<file path="config.mk">
export PLATFORM = sky130hd
export DESIGN_NAME = sync_length_crc16_framer_flat
export DESIGN_NICKNAME = d
export VERILOG_FILES = /design/src/sfr_pkg.sv /design/src/sfr_if.sv /design/src/sfr_emit.sv /design/src/sync_length_crc16_framer.sv /design/src/flat_wrapper.sv
export SDC_FILE = /design/constraint.sdc
export NUM_CORES = 1
export LEC_CHECK = 0
export BUFFER_PORTS_ARGS = -buffer_cell sky130_fd_sc_hd__buf_4
export CORE_ASPECT_RATIO = 1.2
export CORE_MARGIN = 5
export CORE_UTILIZATION = 65
export DETAILED_ROUTE_END_ITERATION = 10
export GPL_TIMING_DRIVEN = 0
export HOLD_SLACK_MARGIN = 0.15
export PLACE_DENSITY = 0.85
export SYNTH_ARGS = -nofsm -noshare
export SYNTH_HDL_FRONTEND = slang
export SYNTH_HIERARCHICAL = 1
export SYNTH_SLANG_ARGS = --single-unit
</file>
<file path="constraint.sdc">
create_clock -name clk -period 5.8 [get_ports clk]
set_input_delay 0.58 -clock clk [delete_from_list [all_inputs] [get_ports clk]]
set_output_delay 0.58 -clock clk [all_outputs]
set_load 0.01 [all_outputs]
</file>
<file path="src/sfr_pkg.sv">
// sfr_pkg: shared types, register codes and the crc-16 byte update
// for the sync/length/crc16 framer; no dependencies
package sfr_pkg;

	localparam int unsigned BYTE_W    = 8;
	localparam int unsigned CRC_W     = 16;
	localparam int unsigned CFG_IDX_W = 8;

	localparam logic [CRC_W-1:0] CRC_INIT = 16'hFFFF;
	localparam logic [CRC_W-1:0] CRC_POLY = 16'h1021;

	// configuration register indexes
	localparam logic [CFG_IDX_W-1:0] REG_PAYLOAD_LENGTH = 8'd0;
	localparam logic [CFG_IDX_W-1:0] REG_SYNC_FIRST     = 8'd1;
	localparam logic [CFG_IDX_W-1:0] REG_SYNC_SECOND    = 8'd2;

	// reset values of the registers
	localparam logic [BYTE_W-1:0] RST_PAYLOAD_LENGTH = 8'd64;
	localparam logic [BYTE_W-1:0] RST_SYNC_FIRST     = 8'hAA;
	localparam logic [BYTE_W-1:0] RST_SYNC_SECOND    = 8'h55;

	// position of a byte within the run caused by one request
	typedef enum logic [2:0] {
		SLOT_SYNC_A = 3'd0,
		SLOT_SYNC_B = 3'd1,
		SLOT_LENGTH = 3'd2,
		SLOT_DATA   = 3'd3,
		SLOT_CRC_HI = 3'd4,
		SLOT_CRC_LO = 3'd5
	} slot_t;

	// everything needed to emit the run for one payload byte
	typedef struct packed {
		logic [BYTE_W-1:0] sync_a;
		logic [BYTE_W-1:0] sync_b;
		logic [BYTE_W-1:0] length;
		logic [BYTE_W-1:0] data;
		logic [CRC_W-1:0]  crc;
		logic              hdr;
		logic              tail;
	} item_t;

	// crc-16/ccitt-false update by one byte, msb first
	function automatic logic [CRC_W-1:0] crc_add(input logic [CRC_W-1:0] crc,
			input logic [BYTE_W-1:0] b);
		logic [CRC_W-1:0] c;
		c = crc ^ {b, 8'h00};
		for (int k = 0; k < BYTE_W; k++) begin
			if (c[CRC_W-1])
				c = {c[CRC_W-2:0], 1'b0} ^ CRC_POLY;
			else
				c = {c[CRC_W-2:0], 1'b0};
		end
		return c;
	endfunction

endpackage

</file>
<file path="src/sfr_if.sv">
// sfr interfaces: payload byte channel, framed byte channel, config write channel
// depends on sfr_pkg
interface sfr_in_if;
	import sfr_pkg::*;
	logic              valid;
	logic              ready;
	logic [BYTE_W-1:0] payload_byte;
	modport source(output valid, output payload_byte, input ready);
	modport sink(input valid, input payload_byte, output ready);
endinterface

interface sfr_out_if;
	import sfr_pkg::*;
	logic              valid;
	logic              ready;
	logic [BYTE_W-1:0] out_byte;
	logic              last_in_run;
	logic              end_of_frame;
	modport source(output valid, output out_byte, output last_in_run, output end_of_frame,
		input ready);
	modport sink(input valid, input out_byte, input last_in_run, input end_of_frame,
		output ready);
endinterface

interface sfr_cfg_if;
	import sfr_pkg::*;
	logic                 valid;
	logic                 ready;
	logic [CFG_IDX_W-1:0] reg_index;
	logic [BYTE_W-1:0]    wr_data;
	modport source(output valid, output reg_index, output wr_data, input ready);
	modport sink(input valid, input reg_index, input wr_data, output ready);
endinterface

</file>
<file path="src/sfr_emit.sv">
// sfr_emit: holds one prepared run and sends its bytes one per cycle while framed.ready is high
// depends on sfr_pkg and sfr_out_if
module sfr_emit (
	input  logic           clk,
	input  logic           arst_n,
	input  sfr_pkg::item_t item,
	input  logic           item_valid,
	output logic           item_ready,
	sfr_out_if.source      framed
);
	import sfr_pkg::*;

	item_t item_s2;
	logic  valid_s2;
	slot_t slot_q;
	slot_t last_slot;
	logic  out_fire;
	logic  run_done;

	assign last_slot  = item_s2.tail ? SLOT_CRC_LO : SLOT_DATA;
	assign out_fire   = framed.valid && framed.ready;
	assign run_done   = out_fire && (slot_q == last_slot);
	assign item_ready = !valid_s2 || run_done;

	always_ff @(posedge clk or negedge arst_n) begin
		if (!arst_n) begin
			valid_s2 <= 1'b0;
			slot_q   <= SLOT_SYNC_A;
		end else if (item_valid && item_ready) begin
			valid_s2 <= 1'b1;
			slot_q   <= item.hdr ? SLOT_SYNC_A : SLOT_DATA;
		end else if (run_done) begin
			valid_s2 <= 1'b0;
		end else if (out_fire) begin
			slot_q <= slot_t'(slot_q + 3'd1);
		end
	end

	always_ff @(posedge clk) begin
		if (item_valid && item_ready)
			item_s2 <= item;
	end

	always_comb begin
		framed.valid        = valid_s2;
		framed.last_in_run  = (slot_q == last_slot);
		framed.end_of_frame = (slot_q == SLOT_CRC_LO);
		unique case (slot_q)
			SLOT_SYNC_A: framed.out_byte = item_s2.sync_a;
			SLOT_SYNC_B: framed.out_byte = item_s2.sync_b;
			SLOT_LENGTH: framed.out_byte = item_s2.length;
			SLOT_DATA:   framed.out_byte = item_s2.data;
			SLOT_CRC_HI: framed.out_byte = item_s2.crc[CRC_W-1:BYTE_W];
			SLOT_CRC_LO: framed.out_byte = item_s2.crc[BYTE_W-1:0];
			default:     framed.out_byte = item_s2.data;
		endcase
	end

	a_eof_closes_run: assert property (@(posedge clk) disable iff (!arst_n)
		framed.valid && framed.end_of_frame |-> framed.last_in_run)
		else $error("end_of_frame without last_in_run");

	a_run_continues: assert property (@(posedge clk) disable iff (!arst_n)
		out_fire && !framed.last_in_run |=> framed.valid)
		else $error("run stopped before its last byte");

	a_header_only_at_start: assert property (@(posedge clk) disable iff (!arst_n)
		valid_s2 && (slot_q == SLOT_SYNC_A) |-> item_s2.hdr)
		else $error("sync byte emitted mid frame");

endmodule

</file>
<file path="src/sync_length_crc16_framer.sv">
// sync_length_crc16_framer: top level of the packet framer
// depends on sfr_pkg, sfr_if and sfr_emit
//
// usage
//  - payload: one payload byte per request (valid/ready)
//  - framed: the framed byte stream, one byte per request; last_in_run marks the
//    final byte caused by a payload byte, end_of_frame marks the low crc byte
//  - cfg: register writes (0 payload_length, 1 sync_first, 2 sync_second);
//    always ready, other indexes ignored; write only while the block is idle
//  - frame: sync_first, sync_second, length, payload bytes, crc hi, crc lo
//    crc-16/ccitt-false over the length byte and the payload
//  - path: a payload byte taken is registered in the prepare register, then in
//    the emit register, before its first output byte appears
//  - throughput: one payload byte per cycle mid frame while framed.ready is high;
//    the run of the first byte of a frame holds 4 output bytes, that of the last 3
//    (6 when the length is 1), all sent over the single output byte lane
//  - stall: the prepare register holds one more run while the emit register
//    waits, then payload ready drops until the output drains
//  - reset: registers to 64/0xAA/0x55, position to frame start, crc to 0xFFFF,
//    both pipeline registers empty
module sync_length_crc16_framer (
	input  logic      clk,
	input  logic      arst_n,
	sfr_in_if.sink    payload,
	sfr_out_if.source framed,
	sfr_cfg_if.sink   cfg
);
	import sfr_pkg::*;

	// configuration registers
	logic [BYTE_W-1:0] payload_length_q;
	logic [BYTE_W-1:0] sync_first_q;
	logic [BYTE_W-1:0] sync_second_q;

	// frame state
	logic [BYTE_W-1:0] pos_q;
	logic [CRC_W-1:0]  crc_q;

	// prepare stage
	item_t item_s1;
	logic  valid_s1;
	logic  emit_ready;

	logic              accept;
	logic              hdr;
	logic              tail;
	logic [BYTE_W-1:0] limit;
	logic [BYTE_W:0]   taken;
	logic [CRC_W-1:0]  crc_base;
	logic [CRC_W-1:0]  crc_new;

	assign cfg.ready = 1'b1;

	always_ff @(posedge clk or negedge arst_n) begin
		if (!arst_n) begin
			payload_length_q <= RST_PAYLOAD_LENGTH;
			sync_first_q     <= RST_SYNC_FIRST;
			sync_second_q    <= RST_SYNC_SECOND;
		end else if (cfg.valid && cfg.ready) begin
			unique case (cfg.reg_index)
				REG_PAYLOAD_LENGTH: payload_length_q <= cfg.wr_data;
				REG_SYNC_FIRST:     sync_first_q     <= cfg.wr_data;
				REG_SYNC_SECOND:    sync_second_q    <= cfg.wr_data;
				default: ;
			endcase
		end
	end

	// take a byte when the prepare register is free or moves on this cycle
	assign payload.ready = !valid_s1 || emit_ready;
	assign accept        = payload.valid && payload.ready;

	// frame start restarts the crc with the length byte folded in
	assign hdr      = (pos_q == '0);
	assign crc_base = hdr ? crc_add(CRC_INIT, payload_length_q) : crc_q;
	assign crc_new  = crc_add(crc_base, payload.payload_byte);

	// zero length still closes after one byte; a shortened length closes at once
	assign limit = (payload_length_q == '0) ? BYTE_W'(1) : payload_length_q;
	assign taken = {1'b0, pos_q} + (BYTE_W+1)'(1);
	assign tail  = (taken >= {1'b0, limit});

	always_ff @(posedge clk or negedge arst_n) begin
		if (!arst_n) begin
			pos_q    <= '0;
			crc_q    <= CRC_INIT;
			valid_s1 <= 1'b0;
		end else begin
			if (accept) begin
				pos_q <= tail ? '0 : taken[BYTE_W-1:0];
				crc_q <= tail ? CRC_INIT : crc_new;
			end
			valid_s1 <= accept || (valid_s1 && !emit_ready);
		end
	end

	always_ff @(posedge clk) begin
		if (accept) begin
			item_s1.sync_a <= sync_first_q;
			item_s1.sync_b <= sync_second_q;
			item_s1.length <= payload_length_q;
			item_s1.data   <= payload.payload_byte;
			item_s1.crc    <= crc_new;
			item_s1.hdr    <= hdr;
			item_s1.tail   <= tail;
		end
	end

	sfr_emit u_emit (
		.clk        (clk),
		.arst_n     (arst_n),
		.item       (item_s1),
		.item_valid (valid_s1),
		.item_ready (emit_ready),
		.framed     (framed)
	);

	// the crc is back at its seed whenever a frame has not started
	a_crc_seed_at_start: assert property (@(posedge clk) disable iff (!arst_n)
		pos_q == '0 |-> crc_q == CRC_INIT)
		else $error("crc not reseeded at frame start");

	a_tail_restarts: assert property (@(posedge clk) disable iff (!arst_n)
		accept && tail |=> pos_q == '0)
		else $error("frame position not cleared after last byte");

	a_s1_holds: assert property (@(posedge clk) disable iff (!arst_n)
		valid_s1 && !emit_ready |=> valid_s1 && $stable(item_s1))
		else $error("prepared run lost while emitter busy");

endmodule
</file>
<file path="src/flat_wrapper.sv">
// flat-port wrapper written by rule: the top's interface ports become plain ports
module sync_length_crc16_framer_flat import sfr_pkg::*;
  (clk, arst_n, payload_valid, payload_payload_byte, payload_ready, framed_valid, framed_out_byte, framed_last_in_run, framed_end_of_frame, framed_ready, cfg_valid, cfg_reg_index, cfg_wr_data, cfg_ready);
  sfr_in_if payload_i ();
  sfr_out_if framed_i ();
  sfr_cfg_if cfg_i ();
  input  logic clk;
  input  logic arst_n;
  input wire logic [$bits(payload_i.valid)-1:0] payload_valid;
  input wire logic [$bits(payload_i.payload_byte)-1:0] payload_payload_byte;
  output wire logic [$bits(payload_i.ready)-1:0] payload_ready;
  output wire logic [$bits(framed_i.valid)-1:0] framed_valid;
  output wire logic [$bits(framed_i.out_byte)-1:0] framed_out_byte;
  output wire logic [$bits(framed_i.last_in_run)-1:0] framed_last_in_run;
  output wire logic [$bits(framed_i.end_of_frame)-1:0] framed_end_of_frame;
  input wire logic [$bits(framed_i.ready)-1:0] framed_ready;
  input wire logic [$bits(cfg_i.valid)-1:0] cfg_valid;
  input wire logic [$bits(cfg_i.reg_index)-1:0] cfg_reg_index;
  input wire logic [$bits(cfg_i.wr_data)-1:0] cfg_wr_data;
  output wire logic [$bits(cfg_i.ready)-1:0] cfg_ready;
  assign payload_i.valid = payload_valid;
  assign payload_i.payload_byte = payload_payload_byte;
  assign payload_ready = payload_i.ready;
  assign framed_valid = framed_i.valid;
  assign framed_out_byte = framed_i.out_byte;
  assign framed_last_in_run = framed_i.last_in_run;
  assign framed_end_of_frame = framed_i.end_of_frame;
  assign framed_i.ready = framed_ready;
  assign cfg_i.valid = cfg_valid;
  assign cfg_i.reg_index = cfg_reg_index;
  assign cfg_i.wr_data = cfg_wr_data;
  assign cfg_ready = cfg_i.ready;
  sync_length_crc16_framer u_core (.clk(clk), .arst_n(arst_n), .payload(payload_i), .framed(framed_i), .cfg(cfg_i));
endmodule
</file>
* Word-level counts from Yosys, hierarchy flattened *
Index checks and enable logic that the tools add are counted.
W data, S select, Z words.

word-level totals
  register bits after elaboration = 152
  bits in latches = 0
  memory bits (writable) = 0
  bits in read-only memories = 0
  bits of input ports = 29
  logic and storage cells = 99
  memories kept = 0

cells by class
  add/sub/neg operators = 2
  multiply operators = 0
  div/mod/pow operators = 0
  order comparisons = 1
  eq/ne operators = 8
  shift operators = 0
  muxes and demuxes = 28
  bitwise logic cells = 18
  reductions and logical operators = 21

operators with widths
  cell                   number
  $mux W13               16
  $not A3 Y3             16
  $pmux W8 S5            1
  $mux W16               2
  $logic_not A8 Y1       3
  $mux W8                2
  $not A16 Y16           1
  $xor A16 B16 Y16       1
  $mux W3                4
  $add A8 B1 Y9 const B  1
  $ge A9 B8 Y1           1
  $eq A8 B1 Y1 const B   1
  $eq A8 B2 Y1 const B   1
  $reduce_and A2 Y1      4
  $eq A3 B3 Y1 const B   2
  $logic_and A1 B1 Y1    5
  $reduce_bool A2 Y1     2
  $add A3 B1 Y3 const B  1
  $eq A3 B1 Y1 const B   1
  $eq A3 B2 Y1 const B   1
  $eq A3 B3 Y1           1
  $logic_not A1 Y1       3
  $logic_not A3 Y1       1
  $logic_or A1 B1 Y1     3
  other kinds (3)        4

* Logic depth before layout (Yosys ltp) *
Gate-level depths: netlist (run 1).

  word-level depth = 36
  depth in mapped cells = 12
  gate-level depth less buffers = 11

* Cells and area by module *
Netlist (run 1), hierarchy kept.

by module, submodules not included
  module                    times used  cells each  area each (sq um)  sequential area each (sq um)
  sync_length_crc16_framer  1           302         4370.4             2758.9
  sfr_emit                  1           140         2139.6             1571.5

* Worst setup path before layout (run 1) *
OpenSTA, ideal clock, no wires.

  path type = register to register
  start = register u_core.u_emit.slot_q[2]
  end = register u_core/item_s1[0] (netlist bit), enable pin
  arrival time = 3.459 ns
  required time = 5.366 ns
  slack = 1.907 ns
  cell stages (with the launch flop) = 9
  buffers on the path = 2
  period minus slack after synthesis = 3.893 ns
  cell sequence = dfrtp_1 > or3b_1 > and2_4 > o21ai_1 > nand2b_1 > nand2_1 > inv_1 > clkbuf_1 > clkbuf_1

on the way
  cells in the longest elaborated chain, start to end = 5

ends and longest elaborated chain
  what                         line                            source
  start: declaration           sfr_emit.sv:15                  slot_t slot_q;
  start signal: assignment     sfr_emit.sv:31                  slot_q <= item.hdr ? SLOT_SYNC_A : SLOT_DATA;
  start signal: assignment     sfr_emit.sv:35                  slot_q <= slot_t'(slot_q + 3'd1);
  $eq A3 B3 Y1                 sfr_emit.sv:22                  assign run_done = out_fire && (slot_q == last_slot);
  $logic_and A1 B1 Y1          sfr_emit.sv:22
  $logic_or A1 B1 Y1           sfr_emit.sv:23                  assign item_ready = !valid_s2 || run_done;
  named net u_core.emit_ready  sync_length_crc16_framer.sv:42  logic emit_ready;
  $logic_or A1 B1 Y1           sync_length_crc16_framer.sv:70  assign payload.ready = !valid_s1 || emit_ready;
  named net payload_ready      flat_wrapper.sv:11              output wire logic [$bits(payload_i.ready)-1:0] payload_ready;
  $logic_and A1 B1 Y1          sync_length_crc16_framer.sv:71  assign accept = payload.valid && payload.ready;
  named net u_core.accept      sync_length_crc16_framer.sv:44  logic accept;
  end: declaration             sync_length_crc16_framer.sv:40  item_t item_s1;

The timed path passes the listed nets, and every way through them passes these cells.
A chain may end at the register's enable or synchronous reset.

* Worst setup path in the final report (run 1) *
  start = register u_core/u_emit/item_s2[0] (netlist bit)
  end = register u_core/item_s1[31] (netlist bit), enable pin

on the way
  cells in the longest elaborated chain, start to end = 6

ends and longest elaborated chain
  what                         line                            source
  start: declaration           sfr_emit.sv:13                  item_t item_s2;
  start signal: assignment     sfr_emit.sv:41                  item_s2 <= item;
  $mux W3                      sfr_emit.sv:20                  assign last_slot = item_s2.tail ? SLOT_CRC_LO : SLOT_DATA;
  $eq A3 B3 Y1                 sfr_emit.sv:22
  $logic_and A1 B1 Y1          sfr_emit.sv:22
  $logic_or A1 B1 Y1           sfr_emit.sv:23
  named net u_core.emit_ready  sync_length_crc16_framer.sv:42
  $logic_or A1 B1 Y1           sync_length_crc16_framer.sv:70
  $logic_and A1 B1 Y1          sync_length_crc16_framer.sv:71
  named net u_core.accept      sync_length_crc16_framer.sv:44

The timed path passes the listed nets, and every way through them passes these cells.

==> results.ini, run 1 <==
[status]
status=finished, final reports clean

[power]
power_mw=3.89
pwr-share-clk_pct=26.5
p_int_mw=2.63
p_leak_nw=3.02
p_sw_share_pct=32.3
peakVddDrop_uv=264
power_frac_seq_pct=40.9
power_frac_comb_pct=32.5
p_per_area_nw_per_um2=514
p_sw_mw=1.26

[placed_design]
gp_congestion=0.827
portBuffers=40
dp_worst_setup_slack_ns=2.30
dp_hpwl_um=9360

[synth]
synth_area_leader_cell=edfxtp_1
syn_nets=485
synth_ff_type=edfxtp_1
synthCells=442
synth_area_per_cell_um2=14.7
synth_top_area_share_pct=45.7
yosysSeqAreaShare_pct=66.5
synthesis.area_um2=6510
synth_edf_count=99
async_flop_share_pct=34.9
ys_warn_count=6
synth-seq-cells=152
ys_types=53
synth_area_leaders=edfxtp_1 46%, dfrtp_1 11%, dfstp_2 10%

[sta]
grt_setup_unrepaired=false
period_minus_slack_ns=3.57
relSlewSlack_pct=44.5
max_freq_mhz=280
skew_ns=0.00911
fin_ws_ns=2.23
worstMarginPinSlew_ns=0.832
fin_crit_sh_pct=61.6
maxSlewViolCount=0
setup_viol=0
setup_tns_ns=0
holdWs_ns=0.197
hold_viol=0

[floorplan]
die_w_um=101
start_util_pct=65.7
core_um2=9910
row_count=40
dieArea_um2=12100
ios=42
die_h_um=120

[routing]
drt-total-wl_um=13900
vias_per_cell=6.10
first_iter_violations=406
dr.pass1.iters=5
antenna_left=0
wl_per_cell_um=21.7
drc=0
via_count=3916

[global_route]
gr-total-overflow=0
grt_max_degree=54
grt_pass1_wl_um=22500
antenna_found_initial=0
track_usage_pct=25.3
grt_pass1_vias=4137

[setup_path]
worst_r2r_endpoint=u_core/item_s1[31]
crit_type=reg2reg
critPathCaptureType=register
crit_path_start_kind=register
cp-endpoint=u_core/item_s1[31]
critPathMaxFanout=32
cp_data_arrival_time_ns=3.68
reg2reg_slack_ns=2.23
r2r-start=u_core/u_emit/item_s2[0]
critPathRequiredTime_ns=5.91
reg2reg_depth=9
crit_start=u_core/u_emit/item_s2[0]

[clock_network]
clk_pin_slew_ns=0.06
post_cts_buffers=0
cts_buffers=17
ctsResizeCount=0
htreeDepth=4
clock_path_buffers=2
clk_latency_ns=0.42
clk_root_buffer_cell=clkbuf_16
tritoncts=done
cts_hold_buffers=0
clock-sinks=152

[layout]
layout.nets=546
syn_to_final_growth_pct=16.3
layout-drive-gt1-share_pct=26.6
fillers=541
post-route-util_pct=76.4
insertedDiodeCount=0

[job]
maxCapViolCount=0

[worst_hold_path]
hold_path.class=in2async

-- through the flow --
step | std cells | cell area [µm²]
floorplan | 442 | 6510
global placement | 608 | 6970
detailed placement | 610 | 7010
CTS | 642 | 7570
global route | 642 | 7570
finish | 642 | 7570
-- state kept, by name, summed over array words and instances (netlist names) --
register / count
u_core/pos_q: 8
u_core/valid_s1: 1
u_core/u_emit/framed.valid: 1
u_core/crc_q: 16
u_core/item_s1: 50
u_core/sync_second_q: 8
u_core/u_emit/slot_q: 3
u_core/sync_first_q: 8
u_core/payload_length_q: 8
u_core/u_emit/item_s2: 49
-- cell usage in the layout (no fill, tap or decap), types with 18 or more instances in the layout --
| master | count |
|---|---|
| edfxtp_1 | 99 |
| a21oi_1 | 21 |
| mux2_2 | 21 |
| inv_1 | 18 |
| buf_4 | 41 |
| dfstp_2 | 25 |
| nand2_1 | 20 |
| dfrtp_1 | 28 |
| nor2_1 | 27 |
| clkbuf_16 | 18 |
-- metal layers --
layer / wire length [µm] / vias to the layer above / GRT usage, %
met5: 0 / - / 0
met4: 516 / 0 / 12.2
met3: 822 / 36 / 4.53
met2: 7360 / 172 / 42.1
met1: 5250 / 1938 / 31.7
li1: - / 1770 / -
-- how the worst min path moves through the flow --
stage,slack (ns),to,depth (start not counted)
floorplan,0.28,u_core/payload_length_q[0],0
detailed placement,0.40,u_core/u_emit/item_s2[39],0
CTS,0.22,u_core/u_emit/slot_q[0],1
global placement,0.40,u_core/u_emit/item_s2[13],0
finish,0.20,u_core/u_emit/slot_q[0],1
global route,0.25,u_core/u_emit/slot_q[0],1
-- worst max-delay path: stages (launching register included) --
cell      delay (ns)
edfxtp_1        0.43
or3b_1          0.41
and2_4          0.20
o21ai_1         0.16
nand2b_1        0.17
nand2_1         0.27
inv_1           0.14
clkbuf_1        0.43
clkbuf_2        0.75
buf_12          0.29
-- cells by family after synthesis --
group / share of synthesized area (%)
mux: 5.38
compound gates: 9.13
xor+xnor: 7.88
flops: 66.5
fa+ha+maj: 2.69
simple gates: 6.09
other cells: 0.0576
buf+inv: 2.25
-- cells in the mapped netlist (all sizes together) (2+ instances only) --
cell type / count
edfxtp: 99
dfrtp: 28
nor2: 27
dfstp: 25
xnor2: 22
a21oi: 21
mux2: 21
nand2: 20
inv: 19
o21ai: 18
ha: 14
nand3: 13
mux2i: 11
o22a: 11
a22oi: 10
clkbuf: 10
xor2: 9
xnor3: 7
a22o: 6
a31oi: 6
buf: 6
nand2b: 6
a21o: 4
a222oi: 4
nor4: 3
a211oi: 2
and2: 2
nand3b: 2
nand4: 2
-- layout make-up --
class                   count  area, µm²  area share [%]
clock inverters            12        103            1.36
inverters                  19       71.3           0.942
well taps                 126        158            2.08
plain buffers              16       76.3            1.01
flip-flops and latches    152       4330            57.2
clock buffers              20        458            6.05
repair buffers             42        340            4.50
multi-input cells         255       2030            26.9
-- power by group through the flow --
stage                     clock, mW  sequential [mW]  combinational, mW
after floorplan                   0             1.57              0.856
after CTS                      1.05             1.59               1.26
after global placement            0             1.60               1.16
final                          1.03             1.59               1.27
after detailed placement          0             1.61               1.23
after global routing           1.10             1.61               1.35
(Power assumes the default switching activity.)
==> run 2, diff against run 1 <==
--- a/config.mk
+++ b/config.mk
@@ -8,11 +8,11 @@
 export BUFFER_PORTS_ARGS = -buffer_cell sky130_fd_sc_hd__buf_4
 export CORE_ASPECT_RATIO = 1.2
 export CORE_MARGIN = 5
-export CORE_UTILIZATION = 65
+export CORE_UTILIZATION = 60
 export DETAILED_ROUTE_END_ITERATION = 10
 export GPL_TIMING_DRIVEN = 0
 export HOLD_SLACK_MARGIN = 0.15
-export PLACE_DENSITY = 0.85
+export PLACE_DENSITY = 0.79
 export SYNTH_ARGS = -nofsm -noshare
 export SYNTH_HDL_FRONTEND = slang
 export SYNTH_HIERARCHICAL = 1
==> constraint.sdc (replaced) <==
create_clock -name clk -period 3.5 [get_ports clk]
set_input_delay 0.35 -clock clk [delete_from_list [all_inputs] [get_ports clk]]
set_output_delay 0.35 -clock clk [all_outputs]
set_load 0.01 [all_outputs]
==> run 2 against run 1 <==
Compared with the run above: flip-flop and latch count unchanged; critical path type unchanged; non-clock buffer count increased by 9; count of clock-buffer cells in the layout decreased by 2; largest power group unchanged; critical endpoint is now u_core/pos_q[0]; highest routed layer unchanged.
==> results.ini, run 2 (synthesis gave the netlist of run 1 again) <==
[status]
status=finished, final reports clean

[setup_path]
r2r-start=u_core/pos_q[2]
cpMaxStageDelayCell=clkbuf_1
reg2reg_slack_ns=0.31  ; -1.92 ns
critPathBufInv=2  ; -2
cp_cell_sequence=clkbuf_1 > nand4_1 > nor2_1 > xor2_1 > ha_1 > a21o_1 > a21o_1 > a21oi_1 > o31a_1 > nand3_1 > clkbuf_1 > o21ai_0
critPathCaptureType=register
crit_type=reg2reg
worst_r2r_endpoint=u_core/pos_q[0]
reg2reg_depth=12  ; +3
crit_path_start_kind=register
critPathMaxFanout=10  ; -69%
critPathRequiredTime_ns=3.83  ; -2.08 ns
cp_data_arrival_time_ns=3.52  ; -0.16 ns
path_delay_family=compound AO/OA/AOI/OAI gates
critPathMaxStageDelay_ns=0.35  ; -0.40 ns

[floorplan]
core_um2=10600  ; +6.6%
die_h_um=124  ; +3.7%
start_util_pct=61.6  ; -4.1 points
dieArea_um2=13000  ; +7.6%
row_count=41  ; +2.5%
die_w_um=105  ; +3.7%
ios=42  ; unchanged

[global_route]
grtUsageMet2_pct=38.5  ; -3.6 points
grt_max_degree=60  ; +11%
top_usage_layer=met2
grt_util_met1_pct=27.1  ; -4.6 points
grt_pass1_vias=4079  ; -1.4%
track_usage_pct=22.3  ; -3.0 points
gr-total-overflow=0  ; unchanged
met3_usage_pct=4.98  ; +0.44 points
antenna_found_initial=0  ; unchanged
grt_pass1_wl_um=21700  ; -3.5%

[clock_network]
clock-sinks=152  ; unchanged
cts_buffers=17  ; unchanged
clock_path_buffers=2  ; unchanged
clk_pin_slew_ns=0.06  ; about the same
htreeDepth=4  ; unchanged
clk_root_buffer_cell=clkbuf_16
post_cts_buffers=0  ; unchanged
clk_latency_ns=0.42  ; about the same
tritoncts=done

[placed_design]
gp_congestion=0.815  ; -1.5%
portBuffers=40  ; unchanged
dp_hpwl_um=9000  ; -3.8%
dp.cells=612  ; +0.33%

[layout]
layout_commonest_cell=edfxtp_1
reg.largest.list=u_core/item_s1 (50), u_core/u_emit/item_s2 (49), u_core/crc_q (16)
regMostFlops=u_core/item_s1
layout.nets=555  ; +1.6%
largest_register_ffs=50  ; unchanged
layout-drive-gt1-share_pct=25.9  ; -0.65 points
multi_input_area_um2=2030  ; unchanged
ff_latch_area_um2=4330  ; unchanged
syn_to_final_growth_pct=18.0
insertedDiodeCount=0  ; unchanged
layout_common_cells=99 x edfxtp_1, 41 x buf_4, 28 x dfrtp_1, 27 x nor2_1, 25 x dfstp_2
final_cells=654  ; +1.9%
fillers=628  ; +16%

[sta]
period_minus_slack_ns=3.19  ; -0.384 ns
fin_crit_sh_pct=91.1  ; +30 points
max_freq_mhz=314  ; +12%
setup_viol=0  ; unchanged
hold_viol=0  ; unchanged
relSlewSlack_pct=46.1  ; +1.5 points
worstMarginPinSlew_ns=0.805  ; -0.0266 ns
skew_ns=0.0120  ; +0.00285 ns
holdWs_ns=0.172  ; -0.0254 ns
grt_setup_unrepaired=false
maxSlewViolCount=0  ; unchanged

[routing]
wl_per_cell_um=20.6  ; -5.2%
drc=0  ; unchanged
vias_per_cell=5.94  ; -2.6%
antenna_left=0  ; unchanged
via_count=3887  ; -0.74%
dr.pass1.iters=7  ; +2
first_iter_violations=345  ; -15%
drt-total-wl_um=13500  ; -3.4%

[job]
maxCapViolCount=0  ; unchanged

[power]
p_per_area_nw_per_um2=843  ; +64%
peakVddDrop_uv=402  ; +52%
p_leak_nw=3.07  ; +1.6%

[worst_hold_path]
worstHoldStart=cfg_wr_data[1]
whs_path_depth=3
hold_path.class=in2reg
hold_path_end=u_core/payload_length_q[1]

-- run 2: cell count changes in the layout (fill, tap and decap cells not counted), sizes merged --
cell | previous run | this run
inv | 28 | 22
dlygate4sd3 | 0 | 10
clkbuf | 30 | 27
clkinv | 1 | 8
bufinv | 0 | 2
clkinvlp | 2 | 1
-- run 2: layout make-up --
class	count	share of cell area [%]
buffer	16	1.09
clock buffer	18	5.59
clock inverter	14	1.94
inverter	19	0.929
multi-input combinational	255	26.5
sequential	152	56.4
tap	129	2.10
timing repair buffer	51	5.47
-- run 2: report_power, final --
part,leakage (nW),switching [mW],internal (mW),total (mW)
Combinational,1.29,1.13,0.942,2.08
Sequential,1.49,0.186,2.45,2.64
Clock,0.282,0.704,1.05,1.76
Total,3.07,2.02,4.45,6.47
-- run 2: worst register-to-register path: stages, from the launching register on --
cell	delay, ns
dfrtp_1	0.32
clkbuf_1	0.27
nand4_1	0.19
nor2_1	0.14
xor2_1	0.26
ha_1	0.29
a21o_1	0.16
a21o_1	0.16
a21oi_1	0.15
o31a_1	0.29
nand3_1	0.23
clkbuf_1	0.35
o21ai_0	0.28
-- run 2: how the worst max path moves through the flow --
stage                             startpoint            endpoint  cells past startpoint
global placement    u_core/u_emit/item_s2[0]  u_core/item_s1[48]                      8
finish                       u_core/pos_q[2]     u_core/pos_q[0]                     12
CTS                 u_core/u_emit/item_s2[0]   u_core/item_s1[8]                      8
detailed placement  u_core/u_emit/item_s2[0]  u_core/item_s1[36]                      8
floorplan            u_core/u_emit/slot_q[2]   u_core/item_s1[0]                      8
global route                 u_core/pos_q[2]     u_core/pos_q[0]                     12
-- run 2: per-layer routing --
layer  up-vias  wire length, µm
met2       132             7210
li1       1781                -
met1      1952             5340
met3        22              634
met5         -                0
met4         0              286
-- run 2: metrics by stage --
stage / TNS [ns] / instance area [µm²] / setup slack [ns] / utilization, % / total power, mW
floorplan: 0 / 6510 / 0.423 / - / 4.02
global placement: -13.67 / 6970 / -0.250 / 66.0 / 4.59
detailed placement: -17.66 / 6990 / -0.314 / 66.2 / 4.69
CTS: 0 / 7670 / 0.0729 / 72.6 / 6.50
global route: 0 / 7680 / 0.0219 / 72.7 / 6.80
finish: 0 / 7680 / 0.312 / 72.7 / 6.47
-- run 2: repair_timing --
action / in CTS / in global routing
resized for setup: 1 / 4
hold endpoints to repair: 37 / 0
pin swaps: 0 / 0
hold buffers: 10 / 0
setup endpoints to repair: 59 / 59
cloned: 0 / 0
